===== src/sv/pwc_pkg.sv =====
// Shared types and constants for the pulse width classifier.
// No dependencies; imported by pulse_width_classifier.
`timescale 1ns / 1ps
`default_nettype none

package pwc_pkg;

    // Configuration port widths
    localparam int CFG_INDEX_W = 2;
    localparam int CFG_DATA_W  = 8;

    // Register field widths
    localparam int THRESH_W = 5;
    localparam int LIMIT_W  = 8;
    localparam int RUN_W    = 8;

    typedef logic [CFG_INDEX_W-1:0] t_cfg_index;
    typedef logic [THRESH_W-1:0]    t_thresh;
    typedef logic [LIMIT_W-1:0]     t_limit;
    typedef logic [RUN_W-1:0]       t_run;

    // Register indexes
    localparam t_cfg_index CFG_ACTIVE_THRESHOLD = 2'd0;
    localparam t_cfg_index CFG_SHORT_LIMIT      = 2'd1;
    localparam t_cfg_index CFG_LONG_LIMIT       = 2'd2;

    // Register reset values
    localparam t_thresh THRESH_RESET      = 5'd2;
    localparam t_limit  SHORT_LIMIT_RESET = 8'd18;
    localparam t_limit  LONG_LIMIT_RESET  = 8'd35;

    // Run counter saturation point
    localparam t_run RUN_MAX = 8'd255;

endpackage

`default_nettype wire


===== src/sv/pulse_width_classifier.sv =====
// Pulse width classifier top level: moving window sum, run length check.
// Depends on pwc_pkg.
`timescale 1ns / 1ps
`default_nettype none

// One receiver pin sample is taken per request and one request can be
// accepted every clock cycle while the output does not stall. A sample passes
// an input register and then the window/run logic into the result register;
// a stall on the output can hold it in the input register. The first WINDOW
// samples after reset only fill the window and give no result; every later
// sample gives exactly one result. The input register lets a new sample in
// while a result waits to be taken, so a stall on the output costs at most
// one further request before the input side stops. Reset needs no clearing
// pass; configuration writes complete in the cycle they are presented.
module pulse_width_classifier
    import pwc_pkg::*;
#(
    parameter int WINDOW = 10
) (
    input  wire logic             i_clk,
    input  wire logic             i_rst_n,
    // sample channel
    input  wire logic             i_in_valid,
    output logic                  o_in_ready,
    input  wire logic             i_sample_bit,
    // result channel
    output logic                  o_out_valid,
    input  wire logic             i_out_ready,
    output logic                  o_line_active,
    output logic                  o_short_flag,
    output logic                  o_long_flag,
    output logic                  o_heartbeat,
    // configuration channel
    input  wire logic             i_cfg_valid,
    output logic                  o_cfg_ready,
    input  wire t_cfg_index       i_cfg_index,
    input  wire logic [CFG_DATA_W-1:0] i_cfg_data
);

    localparam int CNT_W = $clog2(WINDOW + 1);
    localparam logic [CNT_W-1:0] WIN_FULL = CNT_W'(WINDOW);

    // Configuration registers
    t_thresh r_thresh;
    t_limit  r_short_limit;
    t_limit  r_long_limit;

    // Input register
    logic r_in_valid;
    logic r_in_bit;

    // Window and run state
    logic [WINDOW-1:0] r_ring;
    logic [CNT_W-1:0]  r_sum;
    logic [CNT_W-1:0]  r_prime_count;
    logic              r_was_active;
    t_run              r_run;
    logic              r_toggle;
    logic              r_short_held;
    logic              r_long_held;

    // Result register
    logic r_out_valid;
    logic r_out_active;
    logic r_out_short;
    logic r_out_long;
    logic r_out_beat;

    logic              primed;
    logic              out_free;
    logic              step;
    logic              emit;
    logic [CNT_W-1:0]  n_sum;
    logic              active;
    logic              n_short_held;
    logic              n_long_held;
    t_run              n_run;
    t_run              run_base;

    assign o_cfg_ready = 1'b1;

    // Write configuration registers; unknown indexes are dropped
    always_ff @(posedge i_clk) begin
        if (!i_rst_n) begin
            r_thresh      <= THRESH_RESET;
            r_short_limit <= SHORT_LIMIT_RESET;
            r_long_limit  <= LONG_LIMIT_RESET;
        end else if (i_cfg_valid) begin
            case (i_cfg_index)
                CFG_ACTIVE_THRESHOLD: r_thresh      <= i_cfg_data[THRESH_W-1:0];
                CFG_SHORT_LIMIT:      r_short_limit <= i_cfg_data[LIMIT_W-1:0];
                CFG_LONG_LIMIT:       r_long_limit  <= i_cfg_data[LIMIT_W-1:0];
                default: ;
            endcase
        end
    end

    // Handshake: a priming sample never needs the result register
    assign primed     = (r_prime_count == WIN_FULL);
    assign out_free   = !r_out_valid || i_out_ready;
    assign step       = r_in_valid && (out_free || !primed);
    assign emit       = step && primed;
    assign o_in_ready = !r_in_valid || step;

    // Hold the accepted sample until the window logic takes it
    always_ff @(posedge i_clk) begin
        if (!i_rst_n) begin
            r_in_valid <= 1'b0;
        end else if (o_in_ready) begin
            r_in_valid <= i_in_valid;
        end
    end

    always_ff @(posedge i_clk) begin
        if (o_in_ready && i_in_valid) begin
            r_in_bit <= i_sample_bit;
        end
    end

    // Window sum and run length update
    always_comb begin
        if (primed) begin
            n_sum = r_sum - CNT_W'(r_ring[WINDOW-1]) + CNT_W'(r_in_bit);
        end else begin
            n_sum = r_sum + CNT_W'(r_in_bit);
        end
        active       = (THRESH_W'(n_sum) <= r_thresh);
        n_short_held = r_short_held;
        n_long_held  = r_long_held;
        run_base     = r_run;
        n_run        = r_run;
        if (active) begin
            if (!r_was_active) begin
                if (r_run < r_short_limit) begin
                    n_short_held = 1'b1;
                end
                if (r_run > r_long_limit) begin
                    n_long_held = 1'b1;
                end
                run_base = '0;
            end
            n_run = (run_base < RUN_MAX) ? run_base + 1'b1 : run_base;
        end else begin
            n_short_held = 1'b0;
            n_long_held  = 1'b0;
        end
    end

    // Advance the window; the oldest sample sits at the top of the shift line
    always_ff @(posedge i_clk) begin
        if (step) begin
            r_ring <= {r_ring[WINDOW-2:0], r_in_bit};
        end
    end

    always_ff @(posedge i_clk) begin
        if (!i_rst_n) begin
            r_sum         <= '0;
            r_prime_count <= '0;
            r_was_active  <= 1'b0;
            r_run         <= '0;
            r_toggle      <= 1'b0;
            r_short_held  <= 1'b0;
            r_long_held   <= 1'b0;
        end else if (step) begin
            r_sum <= n_sum;
            if (!primed) begin
                r_prime_count <= r_prime_count + 1'b1;
            end else begin
                r_was_active <= active;
                r_run        <= n_run;
                r_toggle     <= !r_toggle;
                r_short_held <= n_short_held;
                r_long_held  <= n_long_held;
            end
        end
    end

    // Result register
    always_ff @(posedge i_clk) begin
        if (!i_rst_n) begin
            r_out_valid <= 1'b0;
        end else if (emit) begin
            r_out_valid <= 1'b1;
        end else if (i_out_ready) begin
            r_out_valid <= 1'b0;
        end
    end

    always_ff @(posedge i_clk) begin
        if (emit) begin
            r_out_active <= active;
            r_out_short  <= n_short_held;
            r_out_long   <= n_long_held;
            r_out_beat   <= r_toggle;
        end
    end

    assign o_out_valid   = r_out_valid;
    assign o_line_active = r_out_active;
    assign o_short_flag  = r_out_short;
    assign o_long_flag   = r_out_long;
    assign o_heartbeat   = r_out_beat;

`ifndef SYNTHESIS
    // No result leaves before the window has been filled
    a_no_early_result: assert property (@(posedge i_clk) disable iff (!i_rst_n)
        o_out_valid |-> primed)
        else $error("result before window filled");

    // Running sum matches the window contents once filled
    a_sum_matches: assert property (@(posedge i_clk) disable iff (!i_rst_n)
        primed |-> ($countones(r_ring) == int'(r_sum)))
        else $error("window sum out of step with window");

    // Flags are only raised on an active line
    a_flags_need_active: assert property (@(posedge i_clk) disable iff (!i_rst_n)
        o_out_valid && (o_short_flag || o_long_flag) |-> o_line_active)
        else $error("flag raised on inactive line");

    // A stalled result keeps the next sample waiting in the input register
    a_stall_holds_input: assert property (@(posedge i_clk) disable iff (!i_rst_n)
        r_in_valid && primed && r_out_valid && !i_out_ready |=> r_in_valid)
        else $error("sample lost during output stall");
`endif

endmodule

`default_nettype wire


===== config.mk =====
export PLATFORM = sky130hd
export DESIGN_NAME = pulse_width_classifier
export DESIGN_NICKNAME = d
export VERILOG_FILES = /design/src/sv/pwc_pkg.sv /design/src/sv/pulse_width_classifier.sv
export SDC_FILE = /design/constraint.sdc
export NUM_CORES = 1
export LEC_CHECK = 0
export ABC_AREA = 0
export BUFFER_PORTS_ARGS = -buffer_cell sky130_fd_sc_hd__buf_2
export CAP_MARGIN = 30
export CORE_ASPECT_RATIO = 0.5
export CORE_MARGIN = 3
export CORE_UTILIZATION = 64
export DETAILED_ROUTE_END_ITERATION = 16
export GPL_TIMING_DRIVEN = 0
export PLACE_DENSITY_LB_ADDON = 0.12
export SETUP_SLACK_MARGIN = 0.15
export SLEW_MARGIN = 20
export SYNTH_ARGS = -nofsm -noshare
export SYNTH_HDL_FRONTEND = slang
export SYNTH_SLANG_ARGS = --single-unit
export TNS_END_PERCENT = 100

===== constraint.sdc =====
create_clock -name i_clk -period 8.9 [get_ports i_clk]
set_clock_uncertainty 0.2 [all_clocks]
set_input_delay 1.78 -clock i_clk [delete_from_list [all_inputs] [get_ports i_clk]]
set_output_delay 1.78 -clock i_clk [all_outputs]
set_load 0.005 [all_outputs]

==> results of run 1 <==
power groups by stage:
stage | clock [mW] | sequential, mW | combinational (mW)
final | 0.221 | 0.279 | 0.0409
after global routing | 0.237 | 0.279 | 0.0467
after CTS | 0.225 | 0.279 | 0.0409
after detailed placement | 0 | 0.284 | 0.0404
after global placement | 0 | 0.284 | 0.0383
after floorplan | 0 | 0.283 | 0.0285
final cells by class:
cell class	instances	area share [%]
Sequential cell	58	39.3
Clock buffer	14	5.17
Clock inverter	2	0.300
Inverter	30	3.41
Timing Repair Buffer	20	3.00
Buffer	12	1.61
Multi-Input combinational cell	209	45.2
Tap cell	54	2.02
state kept, by name, indices dropped and copies added, names as in the netlist:
name and count:
r_ring 10, r_long_limit 8, r_run 8, r_short_limit 8
r_thresh 5, r_prime_count 4, r_sum 4, o_heartbeat 1
o_line_active 1, o_long_flag 1, o_out_valid 1, o_short_flag 1
r_in_bit 1, r_in_valid 1, r_long_held 1, r_short_held 1
r_toggle 1, r_was_active 1
routing by layer:
metal / wire (µm) / share of wire, % / vias to the layer above / global-route usage (%)
met3: 379 / 6.2 / 20 / 9.67
li1: - / - / 1154 / -
met5: 0 / 0 / - / 0
met4: 150 / 2.4 / 0 / 9.37
met1: 2850 / 46 / 1127 / 30.1
met2: 2750 / 45 / 70 / 39.1
cells by family after synthesis:
| family | Yosys count | synth area share (%) |
|---|---|---|
| AOI/OAI and AO/OA | 58 | 13.3 |
| xor gates and xnor gates | 8 | 2.34 |
| adders and majority gates | 30 | 12.8 |
| buffers and inverters | 42 | 5.61 |
| DFF | 58 | 43.8 |
| muxes | 19 | 6.36 |
| other | 1 | 0.125 |
| and+or+nand+nor | 93 | 15.6 |
worst paths after layout:
kind,start,endpoint
max,i_out_ready,o_in_ready
min,r_ring[0],r_ring[1]
max reg2reg,r_ring[9],r_run[5]
min reg2reg,r_ring[0],r_ring[1]
worst max-delay path: cells and delay by family:
kind                   cells  cell delay [ns]
buffers and inverters      2             0.22
AND/OR/NAND/NOR            3             0.47
stage by stage:
step,std cells,setup WS (ns)
floorplan,309,4.74
global placement,383,4.47
detailed placement,383,4.47
CTS,399,4.46
global route,399,4.37
finish,399,4.46
cell usage in the layout (no fill, tap or decap), drive strengths merged, types with 2 or more instances in the layout:
master and instances:
mux2i 19, clkinv 3, nand2b 3, a21o 5
nor2 30, o211ai 3, nor2b 4, nand2 24
dfxtp 43, o221a 4, nand4 8, a21oi 13
nor3 6, a31oi 2, o21ai 16, nor4 2
a311oi 2, and2 5, edfxtp 15, inv 29
nand3 3, buf 27, clkbuf 19, xnor2 5
nand3b 3, xor2 3, ha 29
==> impl_metrics.tcl, run 1 <==
set metrics [dict create \
    n_antenna_cell 0 \
    nets 386 \
    slew_viol_final 0 \
    syn_area_per_cell_um2 9.68 \
    areaGrowthSynthToFinish_pct 11.7 \
    yosys_warnings 0 \
    cts.reportedPaths.clkPinSlew_ns 0.06 \
    die_height_um 54.3 \
    async_reset_ff_share_pct 0 \
    drt-total-wl_mm 6.13 \
    core_area_um2 4180 \
    cts_inserted_buffers 9 \
    fin_tns_setup_ns 0 \
    wire_per_inst_um 15.4 \
    netSwitchingPower_mw 0.126 \
    seq_area_um2 1310 \
    synth_most_common_cell "dfxtp_1" \
    cts_tree "yes" \
    synth_top_cell_area_share_pct 28.8 \
    port_buffers 20 \
    die_area_um2 5580 \
    place_congestion 0.909 \
    ant_nets 0 \
    syn_area_um2 2990 \
    hold_viol 0 \
    slew_headroom_pct 46.4 \
    cts_resized 0 \
    synth_fp_nets 355 \
    cap_violations 0 \
    cts.sinks 58 \
    p_clk_share_pct 40.9 \
    multiInputGateArea_um2 1510 \
    post-route-period-util_pct 49.9 \
    holdPathStages 0 \
    setup_viol 0 \
    worstPathMaxFanout 3 \
    cellPowerDensity_nw_per_um2 162 \
    dr_total_vias 2371 \
    rows 16 \
    die_w_um 103 \
    cpMaxStageDelayCell "nor2_1" \
    synth-seq-cells 58 \
    cts_root_buffer "clkbuf_8" \
    status "finished, final reports clean" \
    overflow 0 \
    fin_crit_ns 4.44 \
    cp.required_ns 6.92 \
    final_util_pct 79.8 \
    comb_power_share_pct 7.6 \
    synthFlopType "dfxtp_1" \
    start_util_pct 71.5 \
    internal_power_mw 0.415 \
    crit_top_cell "buf_2" \
    dpl.hpwl_mm 4.40 \
    pwr-share-seq_pct 51.5 \
    synth_cells 309 \
    drive_above_1_share_pct 14.8 \
    dpl-instance-area_um2 3160 \
    rsz0062_at_grt "no" \
    ys_types 55 \
    holdBufCountCts 0 \
    hold_class "flop to flop" \
    end_kind "output port" \
    fmax_ghz 0.225 \
    antenna_found_initial 0 \
    fin_hold_ws_ns 0.222 \
    ys_seq_area_share_pct 43.8 \
    crit_arrival_ns 2.46 \
    ios 23 \
    drtIter0Drc 79 \
    grt_start_max_net_pins 15 \
    yosys-top-cells-count "dfxtp_1, nor2_1, ha_1, inv_1, nand2_1" \
    grt_first_pass_wirelength_mm 9.96 \
    fillCellCount 290 \
    crit_path_start_kind "primary input" \
    cts_setup_buffers 0 \
    synthTopCellsByArea "dfxtp_1, edfxtp_1, ha_1, mux2i_1, nor2_1" \
    firstDrtPassIters 4 \
    htree_levels 3 \
    max_stage_delay_ns 0.20 \
    cts_buffer_depth 2 \
    switching_share_pct 23.2 \
    first_global_vias 2209 \
    synth_largest_area_cell "dfxtp_1" \
    worst_pin_slew_ns 0.783 \
    synth_edf_count 15 \
    crit_type "primary input to output port" \
    drc 0 \
    reg2reg_depth 14 \
    r2r_slack_ns 5.27 \
    max-vdd-ir-drop_mv 0.114 \
    grt.total_usage_pct 24.4 \
    postLayoutCellArea_um2 3340 \
    viasPerCell 5.94 \
    p_leak_nw 1.46 \
    total_power_mw 0.541 \
    clk_latency_ns 0.34 \
    path_cells "buf_2 > nand2b_1 > nor2_1 > nand2_1 > buf_2" \
]
(Power assumes the default switching activity.)
==> run 2: changes to the inputs <==
--- a/config.mk
+++ b/config.mk
@@ -10,7 +10,7 @@
 export CAP_MARGIN = 30
 export CORE_ASPECT_RATIO = 0.5
 export CORE_MARGIN = 3
-export CORE_UTILIZATION = 64
+export CORE_UTILIZATION = 54
 export DETAILED_ROUTE_END_ITERATION = 16
 export GPL_TIMING_DRIVEN = 0
 export PLACE_DENSITY_LB_ADDON = 0.12
==> constraint.sdc (replaced) <==
create_clock -name i_clk -period 4 [get_ports i_clk]
set_clock_uncertainty 0.2 [all_clocks]
set_input_delay 0.8 -clock i_clk [delete_from_list [all_inputs] [get_ports i_clk]]
set_output_delay 0.8 -clock i_clk [all_outputs]
set_load 0.005 [all_outputs]
==> run 2 against run 1 <==
Die area grew 17%. Utilization shrank 14 points. Register-to-register slack lost 4.8 ns. Critical path depth grew 9. Global-route usage shrank 3.8 points. Worst hold slack lost 0.0033 ns. Sequential power grew 120%. First-iteration DRC count grew 48%. Via count shrank 3.9%. Sequential cell count is the same. Non-clock buffer count is the same.
==> impl_metrics.tcl, run 2 (synthesis gave the netlist of run 1 again) <==
set metrics [dict create \
    cts_root_buffer "clkbuf_8" \
    drc 0 \
    layout_common_cells "dfxtp_1, nor2_1, ha_1" \
    place_congestion 0.854 \
    drive_above_1_share_pct 13.9 \
    crit_top_cell "ha_1" \
    cts_tree "yes" \
    n_antenna_cell 0 \
    crit_path_start_kind "flop" \
    cts_setup_buffers 0 \
    nets 386 \
    dpl.hpwl_mm 4.40 \
    postLayoutCellArea_um2 3360 \
    viasPerCell 5.49 \
    port_buffers 20 \
    fin_hold_ws_ns 0.218 \
    total_power_mw 1.21 \
    grt_first_pass_wirelength_mm 10.3 \
    max_stage_delay_ns 0.43 \
    status "finished, final reports clean" \
    antenna_found_initial 0 \
    htree_levels 3 \
    die_height_um 58.6 \
    crit_type "flop to flop" \
    ios 23 \
    core_area_um2 5130 \
    crit_arrival_ns 3.60 \
    largest_register "r_ring" \
    cts_resized 0 \
    first_global_vias 2287 \
    grt_start_max_net_pins 15 \
    hold_viol 0 \
    layout_commonest_cell "dfxtp_1" \
    drt-total-wl_mm 6.12 \
    cp.required_ns 4.05 \
    rsz0062_at_grt "no" \
    max-vdd-ir-drop_mv 0.212 \
    dpl-instance-area_um2 3180 \
    fin_crit_ns 3.55 \
    grt.total_usage_pct 20.6 \
    overflow 0 \
    cpMaxStageDelayCell "fa_1" \
    setup_viol 0 \
    path_cells "ha_1 > inv_1 > ha_1 > inv_1 > fa_1 > o21ai_0 > ha_1 > nor2b_1 > o211a_1 > o21a_1 > buf_2 > clkinv_2 > nand2_2 > a32o_2" \
    clk_latency_ns 0.35 \
    holdBufCountCts 0 \
    largest_reg_flops 10 \
    post-route-period-util_pct 88.8 \
    slew_headroom_pct 53.0 \
    fin_tns_setup_ns 0 \
    cts_inserted_buffers 9 \
    die_area_um2 6520 \
    ant_nets 0 \
    start_util_pct 58.2 \
    cts.reportedPaths.clkPinSlew_ns 0.06 \
    worst_pin_slew_ns 0.687 \
    areaGrowthSynthToFinish_pct 12.2 \
    wire_per_inst_um 14.7 \
    cts_buffer_depth 2 \
    drtIter0Drc 117 \
    die_w_um 111 \
    dr_total_vias 2279 \
    cap_violations 0 \
    end_kind "flop" \
    firstDrtPassIters 5 \
    cts.sinks 58 \
    worstPathMaxFanout 9 \
    slew_viol_final 0 \
    fmax_ghz 0.282 \
    rows 18 \
    cellPowerDensity_nw_per_um2 362 \
    p_leak_nw 1.45 \
    hold_class "flop to flop" \
]
-- run 2: cell types whose count changed in the layout (fill, tap and decap cells not counted) --
cell | previous run | this run
bufinv_16 | 0 | 1
clkbuf_1 | 7 | 8
clkinv_2 | 3 | 2
clkinv_1 | 0 | 2
clkbuf_8 | 12 | 9
-- run 2: layer usage --
| metal | GRT usage [%] | vias to the layer above | share of wire [%] |
|---|---|---|---|
| li1 | - | 1149 | - |
| met3 | 8.93 | 12 | 5.9 |
| met5 | 0 | - | 0 |
| met2 | 33.2 | 53 | 45 |
| met4 | 9.36 | 0 | 1.6 |
| met1 | 24.5 | 1065 | 48 |
-- run 2: power breakdown --
group          internal (mW)  switching, mW  total (mW)
Clock                  0.283          0.220       0.503
Sequential             0.613        0.00709       0.620
Combinational         0.0364         0.0541      0.0906
-- run 2: path summary, 6_finish.rpt --
kind	cells after the start	slack [ns]	startpoint	endpoint
worst min-delay path	0	0.22	r_ring[2]	r_ring[3]
worst min register to register	0	0.22	r_ring[2]	r_ring[3]
worst max-delay path	14	0.45	r_ring[9]	r_run[5]
worst max register to register	14	0.45	r_ring[9]	r_run[5]
-- run 2: stage by stage --
step	utilization, %	setup slack, ns	std cells
6_report	65.4	0.450	415
5_1_grt	65.4	0.323	415
4_1_cts	65.4	0.458	415
3_3_place_gp	61.9	0.540	399
2_1_floorplan	-	0.843	309
3_5_place_dp	61.9	0.494	399
-- run 2: layout make-up --
type / instances / area, µm²
clock inverters: 4 / 42.5
clock buffers: 12 / 135
plain buffers: 12 / 53.8
multi-input cells: 209 / 1510
flip-flops and latches: 58 / 1310
repair buffers: 20 / 100
well taps: 70 / 87.6
inverters: 30 / 114
fillers: 431 / 1780
-- run 2: critical path: cells and delay by family, from the launching register on --
family,cells,cell delay (ns)
adders and majority gates,4,1.19
AOI/OAI and AO/OA,4,1.00
buffers and inverters,4,0.41
DFF,1,0.38
and+or+nand+nor,2,0.27
